$ cat config.mk
export PLATFORM = sky130hd
export DESIGN_NAME = rmq_sqrt
export DESIGN_NICKNAME = d
export VERILOG_FILES = /design/src/rtl/rmq_pkg.sv /design/src/rtl/rmq_sqrt.sv
export SDC_FILE = /design/constraint.sdc
export NUM_CORES = 1
export LEC_CHECK = 0
export BUFFER_PORTS_ARGS = -buffer_cell sky130_fd_sc_hd__buf_4
export CAP_MARGIN = 10
export CORE_ASPECT_RATIO = 1.25
export CORE_MARGIN = 4
export CORE_UTILIZATION = 40
export DETAILED_ROUTE_END_ITERATION = 6
export HOLD_SLACK_MARGIN = 0.08
export PLACE_DENSITY_LB_ADDON = 0.1
export SYNTH_ARGS = -nofsm -noshare
export SYNTH_HDL_FRONTEND = slang
export SYNTH_SLANG_ARGS = --single-unit
$ cat constraint.sdc
create_clock -name clock -period 5.1 [get_ports clock]
set_input_delay 0.255 -clock clock [delete_from_list [all_inputs] [get_ports clock]]
set_output_delay 0.255 -clock clock [all_outputs]
set_load 0.01 [all_outputs]
$ cat src/rtl/rmq_pkg.sv
package rmq_pkg;

   localparam int FRAC_BITS = 14;
   localparam int IN_W      = 16;
   // raw pair sums and differences
   localparam int D_W       = IN_W + 1;
   // square-root argument: ONE plus three entries, signed
   localparam int ARG_W     = IN_W + 3;
   localparam int ROOT_W    = (ARG_W + FRAC_BITS) / 2;
   localparam int RAD_W     = 2 * ROOT_W;
   localparam int DEN_W     = ROOT_W + 1;
   localparam int QUO_W     = IN_W - 1;
   localparam int DIV_A     = D_W + FRAC_BITS;
   localparam int DIV_B     = DEN_W + QUO_W;
   localparam int DIV_W     = ((DIV_A > DIV_B) ? DIV_A : DIV_B) + 1;

   localparam logic [1:0] BR_TRACE = 2'd0;
   localparam logic [1:0] BR_X     = 2'd1;
   localparam logic [1:0] BR_Y     = 2'd2;
   localparam logic [1:0] BR_Z     = 2'd3;

   typedef struct packed {
      logic signed [IN_W-1:0] r00;
      logic signed [IN_W-1:0] r01;
      logic signed [IN_W-1:0] r02;
      logic signed [IN_W-1:0] r10;
      logic signed [IN_W-1:0] r11;
      logic signed [IN_W-1:0] r12;
      logic signed [IN_W-1:0] r20;
      logic signed [IN_W-1:0] r21;
      logic signed [IN_W-1:0] r22;
   } req_type;

   typedef struct packed {
      logic signed [IN_W-1:0] qw;
      logic signed [IN_W-1:0] qx;
      logic signed [IN_W-1:0] qy;
      logic signed [IN_W-1:0] qz;
      logic [1:0]             branch_used;
      logic                   degenerate;
   } rsp_type;

endpackage

$ cat src/rtl/rmq_sqrt.sv
module rmq_sqrt (
   input  logic                       clock,
   input  logic                       enable,
   input  logic [rmq_pkg::RAD_W-1:0]  rad_in,
   output logic [rmq_pkg::ROOT_W-1:0] root_out
);
   import rmq_pkg::*;

   logic [RAD_W-1:0] v_ff  [ROOT_W];
   logic [RAD_W-1:0] r_ff  [ROOT_W];
   logic [RAD_W-1:0] v_in  [ROOT_W];
   logic [RAD_W-1:0] r_in  [ROOT_W];
   logic [RAD_W-1:0] v_cur [ROOT_W];
   logic [RAD_W-1:0] r_cur [ROOT_W];

   // one result bit per stage, bit weights walk down by four
   always_comb begin
      logic [RAD_W-1:0] b;
      logic [RAD_W:0]   t;
      for (int j = 0; j < ROOT_W; j++) begin
         if (j == 0) begin
            v_cur[j] = rad_in;
            r_cur[j] = '0;
         end else begin
            v_cur[j] = v_ff[j-1];
            r_cur[j] = r_ff[j-1];
         end
         b = RAD_W'(1) << (2 * (ROOT_W - 1 - j));
         t = {1'b0, r_cur[j]} + {1'b0, b};
         if ({1'b0, v_cur[j]} >= t) begin
            v_in[j] = v_cur[j] - t[RAD_W-1:0];
            r_in[j] = (r_cur[j] >> 1) + b;
         end else begin
            v_in[j] = v_cur[j];
            r_in[j] = r_cur[j] >> 1;
         end
      end
   end

   always_ff @(posedge clock) begin
      if (enable) begin
         for (int j = 0; j < ROOT_W; j++) begin
            v_ff[j] <= v_in[j];
            r_ff[j] <= r_in[j];
         end
      end
   end

   assign root_out = r_ff[ROOT_W-1][ROOT_W-1:0];

endmodule

==> run_results.csv <==
group,metric,value,unit
place,postPlaceCellArea,0.03083,mm^2
cells_and_area,final_area,0.03320,mm^2
job,maxCapViolCount,0,
worst_setup_path,r2r_start,"v_ff[1][170]",
drt,ant_nets,0,
synthesis,yosysTopAreaCell,"edfxtp_1",
worst_setup_path,crit_required,5.44,ns
floorplan,io_pins,50,
synthesis,synth_edf_count,616,
timing,finalCritPeriodShare,69.85,%
synthesis,synth_ff_type,"edfxtp_1",
floorplan,floorplan.rows,110,
global_route,grt_pass1_wl,98.33,mm
floorplan,dieArea,0.07732,mm^2
synthesis,syn-cell-area,0.02916,mm^2
synthesis,yosys.area.top_type_share,63.43,%
clock_network,ctsLongestPathBuffers,3,
worst_setup_path,startpoint_type,"flip-flop",
cells_and_area,layout-drive-gt1-share,9.550,%
hold_path,holdCritPathClass,"in2reg",
place,hpwl,47.48,mm
synthesis,synth_seq_area_share,63.43,%
clock_network,cts_root_buf,"clkbuf_16",
synthesis,syn_inst,2215,
timing,rsz0062_at_grt,"false",
synthesis,synth_nets,2399,
cells_and_area,layout_commonest_cell,"edfxtp_1",
synthesis,synth_cell_types,76,
cells_and_area,final_cell_mix,"edfxtp_1 (616), inv_1 (182), ha_1 (150)",
timing,fmax,280.7,MHz
cells_and_area,final_nets,2536,
pwr,p_leak,12.46,nW
drt,wl,63.10,mm
cells_and_area,areaGrowthSynthToFinish,13.84,%
drt,drt_pass1_iterations,5,
synthesis,synthTopCellsByArea,"edfxtp_1 (63%), ha_1 (6.4%), xor2_1 (2.9%), xnor2_1 (2.6%), inv_1 (2.3%)",
worst_setup_path,path_max_fanout,15,
drt,drtIter0Drc,767,
drt,wl_per_cell,18.84,um
pwr,irDropWorstVdd,0.0002632,V
worst_setup_path,r2r_slack,1.54,ns
timing,maxSlewViolCount,0,
synthesis,ys_seq_elements,616,
synthesis,avgSynthCellArea,13.17,um^2
clock_network,cts_setup_buffers,0,
clock_network,insertion_delay,0.61,ns
worst_setup_path,cp-startpoint,"v_ff[1][170]",
worst_setup_path,cp-endpoint,"v_ff[1][197]",
place,port_buffers,49,
worst_setup_path,r2r-end,"v_ff[1][197]",
timing,tns,0,ns
clock_network,cts_made_buffers,67,
worst_setup_path,crit_type,"reg2reg",
global_route,antenna_found_initial,0,
global_route,grt_max_degree,119,
place,place.gp.congestion,0.8927,
floorplan,core_area,0.07212,mm^2
timing,setup_viol,0,
pwr,p_per_area,405.1,mW/mm^2
synthesis,async_flop_share,0,%
floorplan,die_w,249.5,um
clock_network,clock-sinks,616,
clock_network,clk_pin_slew,0.06,ns
worst_setup_path,worstPathArrival,3.91,ns
timing,timing.final.hold_violations,0,
pwr,finalPower,13.45,mW
timing,period_minus_slack,3.562,ns
floorplan,start_util,40.44,%
synthesis,yosysWarnings,0,
timing,worst_pin_slew,1.190,ns
global_route,grt.overflow.total,0,
global_route,grt_pass1_vias,18860,
timing,skew,0.02189,ns
hold_path,hp-start,"enable",
worst_setup_path,rr_worst_depth,9,
worst_setup_path,cp-end-kind,"flip-flop",
global_route,grt.total_usage,16.26,%
drt,vias,17640,
floorplan,dieHeight,309.9,um
timing,slew-limit-headroom,19.93,%
clock_network,cts_tree,"done",
drt,drc,0,
drt,via_per_inst,5.265,
cells_and_area,diodes,0,
status,status,"completed",
clock_network,h-tree-depth,3,
## routing by layer
layer  wire length [um]  vias to the layer above  global-route usage (%)
met2              38950                      324                   36.26
met1              18720                     8545                   12.46
met5                  0                        -                       0
met4               3779                        0                   9.746
li1                   -                     8622                       -
met3               1650                      146                   2.281
## kinds of logic after synthesis
group / synth area share, %
multiplexers: 1.712
AO/OA/AOI/OAI: 8.920
XOR/XNOR: 5.496
flip-flops: 63.43
AND/OR/NAND/NOR: 11.13
buffers and inverters: 2.875
adder cells (fa/ha/maj): 6.436
## report_power, final
group	internal, mW	total [mW]	leakage (nW)	switching, mW
registers	6.35	6.78	5.90	0.430
logic	0.963	2.18	5.59	1.22
clock network	2.50	4.49	0.977	1.98
## per-stage QoR
stage	std cells	util (%)	hold WS (ns)	setup WS (ns)
3_3_place_gp	3203	42.75	0.4227	1.573
2_1_floorplan	2215	-	0.3539	1.971
3_5_place_dp	3203	42.75	0.4293	1.523
6_report	3350	46.03	0.2132	1.538
4_1_cts	3350	46.03	0.2436	1.507
5_1_grt	3350	46.03	0.2555	1.388
## worst min-delay path by stage
stage,end,slack (ns),depth (start not counted)
6_report,r_ff[0][152],0.21,1
5_1_grt,r_ff[0][152],0.26,1
3_5_place_dp,v_ff[1][160],0.43,0
2_1_floorplan,v_ff[0][0],0.35,0
3_3_place_gp,v_ff[1][32],0.42,0
4_1_cts,r_ff[0][152],0.24,1
## final cells by class
type	instances	area, um^2
Tap cell	952	1191
Clock buffer	82	1733
Sequential cell	616	18500
Fill cell	6408	38920
Clock inverter	33	314.1
Inverter	183	686.9
Multi-Input combinational cell	1380	9832
Timing Repair Buffer	104	943.4
## state kept, by name, indices dropped and copies added, names as in the netlist
name / flops
r_ff: 136
v_ff: 480
## synthesized netlist by cell type, drive strengths merged, types with 10 or more instances
cell,n
edfxtp,616
inv,182
ha,150
nand2,130
nor2,127
o21ai,100
a21oi,98
xor2,96
xnor2,87
nor4,75
nor3,51
a21o,38
o21a,38
mux2,36
clkbuf,29
or3,29
nand3,24
a211oi,23
nand4,21
nand2b,20
or4,19
nor2b,18
nor4b,18
o31ai,15
and3,14
or2,11
and2,10
## worst max-delay path, stage by stage (launching register included)
cell,delay (ns)
edfxtp_1,0.42
ha_1,0.37
nand4_1,0.31
a211oi_1,0.09
nor2_1,0.35
a211oi_1,0.22
o211ai_1,0.20
buf_4,0.25
and2_1,0.67
mux2_2,0.42
## what timing repair did
action,4_1_cts,5_1_grt
gates resized for setup,0,0
hold buffers,32,0
hold endpoints to repair,32,0
Power figures use the tool's default switching activity.
