`src/rtl/rmq_pkg.sv`:
```
package rmq_pkg;

   localparam int FRAC_BITS = 14;
   localparam int IN_W      = 16;
   // raw pair sums and differences
   localparam int D_W       = IN_W + 1;
   // square-root argument: ONE plus three entries, signed
   localparam int ARG_W     = IN_W + 3;
   localparam int ROOT_W    = (ARG_W + FRAC_BITS) / 2;
   localparam int RAD_W     = 2 * ROOT_W;
   localparam int DEN_W     = ROOT_W + 1;
   localparam int QUO_W     = IN_W - 1;
   localparam int DIV_A     = D_W + FRAC_BITS;
   localparam int DIV_B     = DEN_W + QUO_W;
   localparam int DIV_W     = ((DIV_A > DIV_B) ? DIV_A : DIV_B) + 1;

   localparam logic [1:0] BR_TRACE = 2'd0;
   localparam logic [1:0] BR_X     = 2'd1;
   localparam logic [1:0] BR_Y     = 2'd2;
   localparam logic [1:0] BR_Z     = 2'd3;

   typedef struct packed {
      logic signed [IN_W-1:0] r00;
      logic signed [IN_W-1:0] r01;
      logic signed [IN_W-1:0] r02;
      logic signed [IN_W-1:0] r10;
      logic signed [IN_W-1:0] r11;
      logic signed [IN_W-1:0] r12;
      logic signed [IN_W-1:0] r20;
      logic signed [IN_W-1:0] r21;
      logic signed [IN_W-1:0] r22;
   } req_type;

   typedef struct packed {
      logic signed [IN_W-1:0] qw;
      logic signed [IN_W-1:0] qx;
      logic signed [IN_W-1:0] qy;
      logic signed [IN_W-1:0] qz;
      logic [1:0]             branch_used;
      logic                   degenerate;
   } rsp_type;

endpackage

```
`src/rtl/rmq_div.sv`:
```
module rmq_div (
   input  logic                      clock,
   input  logic                      enable,
   input  logic [rmq_pkg::DIV_W-1:0] num_in,
   input  logic [rmq_pkg::DEN_W-1:0] den_in,
   output logic [rmq_pkg::QUO_W-1:0] quo_out
);
   import rmq_pkg::*;

   logic [DIV_W-1:0] rem_ff  [QUO_W];
   logic [DEN_W-1:0] den_ff  [QUO_W];
   logic [QUO_W-1:0] quo_ff  [QUO_W];
   logic [DIV_W-1:0] rem_in  [QUO_W];
   logic [QUO_W-1:0] quo_in  [QUO_W];
   logic [DIV_W-1:0] rem_cur [QUO_W];
   logic [DEN_W-1:0] den_cur [QUO_W];
   logic [QUO_W-1:0] quo_cur [QUO_W];

   // restoring division, one quotient bit per stage, MSB first
   always_comb begin
      logic [DIV_W-1:0] sh;
      for (int j = 0; j < QUO_W; j++) begin
         if (j == 0) begin
            rem_cur[j] = num_in;
            den_cur[j] = den_in;
            quo_cur[j] = '0;
         end else begin
            rem_cur[j] = rem_ff[j-1];
            den_cur[j] = den_ff[j-1];
            quo_cur[j] = quo_ff[j-1];
         end
         sh        = DIV_W'(den_cur[j]) << (QUO_W - 1 - j);
         rem_in[j] = rem_cur[j];
         quo_in[j] = quo_cur[j];
         if (rem_cur[j] >= sh) begin
            rem_in[j]                = rem_cur[j] - sh;
            quo_in[j][QUO_W - 1 - j] = 1'b1;
         end
      end
   end

   always_ff @(posedge clock) begin
      if (enable) begin
         for (int j = 0; j < QUO_W; j++) begin
            rem_ff[j] <= rem_in[j];
            den_ff[j] <= den_cur[j];
            quo_ff[j] <= quo_in[j];
         end
      end
   end

   assign quo_out = quo_ff[QUO_W-1];

endmodule

```
`config.mk`:
```
export PLATFORM = sky130hd
export DESIGN_NAME = rmq_div
export DESIGN_NICKNAME = d
export VERILOG_FILES = /design/src/rtl/rmq_pkg.sv /design/src/rtl/rmq_div.sv
export SDC_FILE = /design/constraint.sdc
export NUM_CORES = 1
export LEC_CHECK = 0
export ABC_AREA = 0
export ABC_CLOCK_PERIOD_IN_PS = 7600
export BUFFER_PORTS_ARGS = -buffer_cell sky130_fd_sc_hd__buf_2
export CAP_MARGIN = 20
export CORE_ASPECT_RATIO = 1.5
export CORE_UTILIZATION = 55
export CTS_BUF_LIST = sky130_fd_sc_hd__clkbuf_16
export DETAILED_ROUTE_END_ITERATION = 12
export PLACE_DENSITY = 0.67
export SYNTH_ARGS = -nofsm -noshare
export SYNTH_HDL_FRONTEND = slang
export SYNTH_SLANG_ARGS = --single-unit
```
`constraint.sdc`:
```
create_clock -name clock -period 7.6 [get_ports clock]
set_input_delay 1.52 -clock clock [delete_from_list [all_inputs] [get_ports clock]]
set_output_delay 1.52 -clock clock [all_outputs]
set_load 0.01 [all_outputs]
```
==> impl_results.md, run 1 <==
* Status: completed
* Total chip power at 16.0 mW
* Share of cells above drive strength 1 at 7.56%
* Antenna violations before repair at 2
* Worst min-delay path class: reg -> reg
* CP top delay family: simple AND/OR/NAND/NOR gates
* Yosys top cell area share at 57.9%
* Die H at 343 um
* Via Count at 27,200
* N_diodes at 0
* Drt via density at 5.70
* CP dominant cell by count: nor4_1
* Worst IR Drop VDD at 0.211 mV
* Adder-Cell Fraction of Synth Area at 8.16%
* Worst path slowest cell: nor4_1
* Final ANT Viol Nets at 0
* Post-layout min period at 4.10 ns
* Worst-path clk slew at 0.06 ns
* Global-route wire length before repair at 139,000 um
* Post-Synthesis Cells at 3,610
* CTS tree: yes
* Async set-reset flop share out of synthesis at 0%
* Fin cells at 4,779
* Total buffers and inverters traversed by the critical path at 1
* WL/cell at 18.6 um
* Netlist Area Pre-Place at 42,500 um2
* Area growth, synth to finish at 9.78%
* Clock Sinks at 820
* Number of synthesized flops with an enable pin at 820
* Critical path required time at 7.99 ns
* Yosys warnings at 0
* Multi-input logic area at 16,400 um2
* # hold bufs at CTS at 0
* Hold_ws at 0.415 ns
* Vias in the first global route at 28,600
* Main combinational cell family by area after synthesis: compound AO/OA/AOI/OAI gates
* CTS resizes at 0
* R2R setup slack at 3.50 ns
* Total Die Area at 78,500 um2
* Final cycle utilization of the critical path at 54.0%
* Buffers on Ports at 66
* Synth cell types at 78
* Inst Count DP at 4,638
* Total grt overflow at 0
* Max_slew headroom at 24.7%
* #FFs+latches synth at 820
* Simple-gate portion of the synthesized area at 11.0%
* Die Wd at 229 um
* Max cap viols at 0
* Clock H-tree levels at 3
* Initial detailed-routing violation count at 1,436
* Final weighted congestion in routability-driven placement at 0.889
* Clock Latency Late Sink at 0.67 ns
* Layout Nets at 4,033
* Critical path capture point type: register
* Final setup vio count at 0
* Site Rows at 124
* Crit path cell chain: ha_1 -> nand4b_1 -> nor4_1 -> nand4_1 -> and3_1 -> o21ai_2 -> buf_4 -> nor2b_1 -> o221ai_1 -> nor4_1 -> xor2_1
* Sequential fraction of the synthesis area at 57.9%
* DRC at 0
* Syn avg cell area at 11.8 um2
* Hold Violations, Final at 0
* Crit path DAT at 4.50 ns
* Worst-Margin Slew at 1.12 ns
* Max Fclk at 244 MHz
* Fill count at 6,070
* Global Route Usage Sum at 22.9%
* Leak Pwr at 17.9 nW
* Top cells by area, synth: edfxtp_1 (58%), ha_1 (7.5%), o21ai_0 (3.2%), xnor2_1 (3.0%), xor2_1 (3.0%)
* Compound-cell area share of the yosys netlist at 11.9%
* Register area at 24,600 um2
* Clock Skew at 0.0349 ns
* XOR/XNOR Fraction of Synth Area at 6.10%
* IO Pins at 67
* Clock tree buffer depth at 3
* CTS Buf Count at 80
* Setup TNS at 0 ns
* Mux cell area share after synthesis at 1.25%
* DP HPWL at 68,300 um
* RSZ-0062 raised after global routing: false
* Area leader, netlist: edfxtp_1
* Final instance area at 46,700 um2
* Largest net degree at the start of global routing at 182
* Main synth FF type: edfxtp_1
* Worst setup SP type: register
* WL final at 89,000 um
* Crit path largest cell delay at 0.86 ns
* Initial Util at 55.7%
* WS Path Type: reg -> reg
* Root buf cell: clkbuf_16
* Syn nets at 3,931
* Max-slew violation count at 0
* Max FO, Critical Path at 33
* Drt first pass iters at 5
* Core footprint at 76,300 um2
* Post-CTS Setup Inserts at 0
* Post-DP Area at 44,200 um2
* Power per Cell Area at 343 nW/um2
metrics by stage:
| stage | utilization (%) | setup slack (ns) |
|---|---|---|
| finish | 61.2 | 3.50 |
| global route | 61.2 | 3.24 |
| global placement | 57.8 | 2.93 |
| detailed placement | 57.8 | 2.93 |
| CTS | 61.2 | 3.51 |
| floorplan | - | 3.89 |
area by class of cell:
type	instances	share of cell area, %
clock buffers	80	4.29
multi-input cells	2378	35.1
well taps	1008	2.70
inverters	336	2.70
repair buffers	96	1.31
flip-flops and latches	820	52.7
clock inverters	61	1.14
power breakdown:
part	total, mW	internal (mW)	switching, mW
logic	5.38	2.27	3.11
clock network	3.82	2.11	1.71
registers	6.82	6.25	0.568
routing by layer:
layer / vias to the layer above / global-route usage [%] / part of all wire [%]
met5: - / 0 / 0
met2: 468 / 51.2 / 62
li1: 13500 / - / -
met1: 13000 / 15.7 / 28
met3: 273 / 2.87 / 2.4
met4: 0 / 17.3 / 7.9
path summary, 6_finish.rpt:
check | startpoint | to | cells after the start
max reg2reg | rem_ff[1][9] | rem_ff[1][60] | 11
max | rem_ff[1][9] | rem_ff[1][60] | 11
min reg2reg | quo_ff[1][38] | quo_ff[1][53] | 0
min | quo_ff[1][38] | quo_ff[1][53] | 0
cells in the final DEF (no fill, tap or decap), drive strengths merged, types with 12 or more instances in the layout:
| cell | netlist | final |
|---|---|---|
| a2111oi | 15 | 15 |
| nor3 | 79 | 79 |
| and2 | 12 | 12 |
| a211oi | 19 | 19 |
| clkinv | 0 | 28 |
| clkbuf | 73 | 80 |
| o31a | 15 | 15 |
| and3 | 18 | 18 |
| nand4b | 13 | 13 |
| nor4 | 52 | 52 |
| xnor2 | 148 | 148 |
| or4 | 22 | 22 |
| nand4 | 37 | 37 |
| nand3 | 57 | 57 |
| or2 | 15 | 15 |
| mux2 | 41 | 41 |
| nor4b | 12 | 12 |
| o21ai | 271 | 271 |
| buf | 3 | 96 |
| or3 | 21 | 21 |
| o31ai | 16 | 16 |
| o41ai | 12 | 12 |
| nor2b | 35 | 35 |
| nand2 | 295 | 295 |
| xor2 | 148 | 148 |
| o211ai | 13 | 13 |
| edfxtp | 820 | 820 |
| ha | 255 | 255 |
| o21a | 37 | 37 |
| inv | 336 | 362 |
| nand2b | 50 | 50 |
| a21o | 82 | 82 |
| nor2 | 196 | 196 |
| a31oi | 26 | 26 |
| o21bai | 24 | 24 |
| a21oi | 222 | 222 |
| fa | 14 | 14 |
worst reg2reg max path, cell delays in order (launching register included):
cell      delay (ns)
edfxtp_1        0.39
ha_1            0.38
nand4b_1        0.12
nor4_1          0.86
nand4_1         0.20
and3_1          0.26
o21ai_2         0.05
buf_4           0.37
nor2b_1         0.47
o221ai_1        0.35
nor4_1          0.29
xor2_1          0.10
kinds of logic (layout without fill, tap and decap cells):
kind of cell | Yosys count | count (layout)
multiplexers | 48 | 48
AO/OA/AOI/OAI | 821 | 821
buffers and inverters | 412 | 573
adder cells (fa/ha/maj) | 269 | 269
XOR/XNOR | 296 | 296
AND/OR/NAND/NOR | 944 | 944
flip-flops | 820 | 820
synthesized netlist by cell type, types with 21 or more instances:
cell type / n
nor4_1: 51
a21oi_1: 222
nor2_1: 196
nand2_1: 295
o21bai_1: 24
mux2_2: 41
or4_1: 21
nor2b_1: 35
a31oi_1: 26
a21o_1: 82
xor2_1: 148
or3_1: 21
o21a_1: 37
clkbuf_1: 72
nor3_1: 79
nand3_1: 57
inv_1: 336
edfxtp_1: 820
nand4_1: 37
nand2b_1: 50
xnor2_1: 148
o21ai_0: 268
ha_1: 255
flip-flops by register name, indices dropped and copies added (netlist names):
register / count
den_ff: 238
quo_ff: 120
rem_ff: 462
Note: power is estimated with default switching activity, not from simulation.
==> run 2: changes to the inputs <==
--- a/config.mk
+++ b/config.mk
@@ -6,14 +6,14 @@
 export NUM_CORES = 1
 export LEC_CHECK = 0
 export ABC_AREA = 0
-export ABC_CLOCK_PERIOD_IN_PS = 7600
+export ABC_CLOCK_PERIOD_IN_PS = 3700
 export BUFFER_PORTS_ARGS = -buffer_cell sky130_fd_sc_hd__buf_2
 export CAP_MARGIN = 20
 export CORE_ASPECT_RATIO = 1.5
 export CORE_UTILIZATION = 55
 export CTS_BUF_LIST = sky130_fd_sc_hd__clkbuf_16
 export DETAILED_ROUTE_END_ITERATION = 12
-export PLACE_DENSITY = 0.67
+export PLACE_DENSITY = 0.7
 export SYNTH_ARGS = -nofsm -noshare
 export SYNTH_HDL_FRONTEND = slang
 export SYNTH_SLANG_ARGS = --single-unit
==> constraint.sdc (replaced) <==
create_clock -name clock -period 3.7 [get_ports clock]
set_input_delay 0.74 -clock clock [delete_from_list [all_inputs] [get_ports clock]]
set_output_delay 0.74 -clock clock [all_outputs]
set_load 0.01 [all_outputs]
==> run 2 against run 1 <==
  * Critical path type unchanged
  * Cell area rose by 2.2%
  * Fmax rose by 16%
  * Sequential power rose by 110%
  * Wire length rose by 3.9%
  * Clock-buffer cell count did not move
==> impl_results.md, run 2 (same netlist as run 1, synthesis figures left out) <==
* Final weighted congestion in routability-driven placement at 0.879 (-1.2%)
* Max_slew headroom at 31.3% (+6.6 points)
* Final Util at 62.5% (+1.3 points)
* Total Die Area at 78,500 um2 (unchanged)
* Clock Latency Late Sink at 0.66 ns (about the same)
* Max reg flops at 462 (unchanged)
* Global Route Usage Sum at 23.7% (+0.81 points)
* Total grt overflow at 0 (unchanged)
* Initial Util at 55.7% (unchanged)
* Critical path required time at 4.08 ns (-3.91 ns)
* Clock Skew at 0.0358 ns (+0.000889 ns)
* Site Rows at 124 (unchanged)
* N_diodes at 0 (unchanged)
* DP HPWL at 71,200 um (+4.3%)
* RSZ-0062 raised after global routing: false
* Final ANT Viol Nets at 0 (unchanged)
* Max FO, Critical Path at 22 (-33%)
* Inst Count DP at 4,749 (+2.4%)
* Buffers on Ports at 66 (unchanged)
* Status: completed
* Area growth, synth to finish at 12.2%
* Post-layout min period at 3.53 ns (-0.576 ns)
* Clock H-tree levels at 3 (unchanged)
* Worst IR Drop VDD at 0.497 mV (+140%)
* Most common cell after layout, fill and taps aside: edfxtp_1
* Final cycle utilization of the critical path at 95.3% (+41 points)
* Largest net degree at the start of global routing at 93 (-49%)
* Antenna violations before repair at 2 (unchanged)
* Root buf cell: clkbuf_16
* Drt first pass iters at 7 (+2)
* Clock tree buffer depth at 3 (unchanged)
* Critical path capture point type: register
* Hold Violations, Final at 0 (unchanged)
* Fin cells at 4,888 (+2.3%)
* WS Path Type: reg -> reg
* Fill count at 5,987 (-1.4%)
* Crit path from: rem_ff[0][17]
* Worst-Margin Slew at 1.02 ns (-0.0978 ns)
* Largest regs: rem_ff: 462 flops, den_ff: 238 flops, quo_ff: 120 flops
* Most frequent cells in the layout: edfxtp_1 (820), inv_1 (355), nand2_1 (295)
* Share of cells above drive strength 1 at 10.6% (+3.0 points)
* FF-to-FF Start: rem_ff[0][17]
* CTS Buf Count at 79 (-1.3%)
* Die Wd at 229 um (unchanged)
* Max-slew violation count at 0 (unchanged)
* Setup TNS at 0 ns (unchanged)
* Power per Cell Area at 705 nW/um2 (+110%)
* Drt via density at 5.72 (+0.30%)
* Crit path DAT at 3.91 ns (-0.59 ns)
* Max Fclk at 284 MHz (+16%)
* Via Count at 27,900 (+2.6%)
* Layout Nets at 4,145 (+2.8%)
* CTS tree: yes
* Leak Pwr at 18.5 nW (+3.2%)
* WL final at 92,400 um (+3.9%)
* Worst path slowest cell: or4b_2
* Total chip power at 33.6 mW (+110%)
* Vias in the first global route at 29,800 (+4.1%)
* Worst-path clk slew at 0.07 ns (about the same)
* Biggest register: rem_ff
* Die H at 343 um (unchanged)
* Crit path cell chain: ha_1 -> nand2_1 -> nand4b_1 -> or4b_2 -> o21ai_0 -> a21oi_1 -> o21a_1 -> buf_12 -> a311o_1 -> nor4_2 -> xor2_1
* Clock Sinks at 820 (unchanged)
* Crit path largest cell delay at 0.79 ns (-0.07 ns)
* Hold_sp: den_in[2]
* Worst setup SP type: register
* Final setup vio count at 0 (unchanged)
* DRC at 0 (unchanged)
* Max cap viols at 0 (unchanged)
* Global-route wire length before repair at 144,000 um (+3.2%)
* Worst min-delay path class: in -> reg
* Initial detailed-routing violation count at 1,335 (-7.0%)
* Hold_ws at 0.269 ns (-0.146 ns)
* Core footprint at 76,300 um2 (unchanged)
* WL/cell at 18.9 um (+1.6%)
* # hold bufs at CTS at 0 (unchanged)
* IO Pins at 67 (unchanged)
run 2: cell types whose count changed in the layout (fill, tap and decap cells not counted), sizes merged:
| cell | change |
|---|---|
| buf | +113 |
| inv | -4 |
| clkinv | -1 |
| clkinvlp | +1 |
run 2: routing by layer:
| layer | routed length [um] | up-vias | GRT usage, % |
|---|---|---|---|
| li1 | - | 13700 | - |
| met1 | 25700 | 13400 | 16.1 |
| met2 | 56100 | 528 | 52.2 |
| met3 | 1890 | 318 | 2.24 |
| met4 | 8730 | 0 | 21.5 |
| met5 | 0 | - | 0 |
run 2: layout make-up:
cell class / count / area, um2 / share of cell area, %
Clock buffer: 80 / 2000 / 4.20
Tap cell: 1008 / 1260 / 2.64
Inverter: 336 / 1260 / 2.64
Timing Repair Buffer: 209 / 1580 / 3.30
Multi-Input combinational cell: 2378 / 16500 / 34.6
Sequential cell: 820 / 24600 / 51.6
Clock inverter: 57 / 485 / 1.02
run 2: path summary, 6_finish.rpt:
check / cells past startpoint / endpoint / slack [ns]
hold / removal: 1 / den_ff[0][2] / 0.27
setup / recovery: 11 / rem_ff[0][65] / 0.17
hold reg to reg: 0 / quo_ff[1][35] / 0.41
setup reg to reg: 11 / rem_ff[0][65] / 0.17
run 2: critical path, delay by kind of cell, from the launching register on:
family / cells / cell delay (ns)
buffers and inverters: 1 / 0.16
and+or+nand+nor: 4 / 1.47
xor gates and xnor gates: 1 / 0.11
adders and majority gates: 1 / 0.38
DFF: 1 / 0.40
AOI/OAI and AO/OA: 4 / 0.72
run 2: repair_timing:
action	in CTS	in global routing
buffers inserted	1	1
gates resized for setup	2	12
pin swaps	2	5
setup endpoints to repair	31	13
cloned	0	0
run 2: where the power goes:
part / leakage, nW / total (mW) / switching, mW / internal (mW)
Combinational: 9.32 / 11.8 / 6.63 / 5.15
Clock: 1.28 / 7.80 / 3.49 / 4.31
Sequential: 7.90 / 14.0 / 1.20 / 12.8
run 2: through the flow:
| stage | worst slack (ns) | instance area, um2 |
|---|---|---|
| after floorplan | 0.503 | 42500 |
| after global placement | -0.498 | 45100 |
| after detailed placement | -0.562 | 45100 |
| after CTS | 0.0512 | 47600 |
| after global routing | 0.00442 | 47700 |
| final | 0.173 | 47700 |
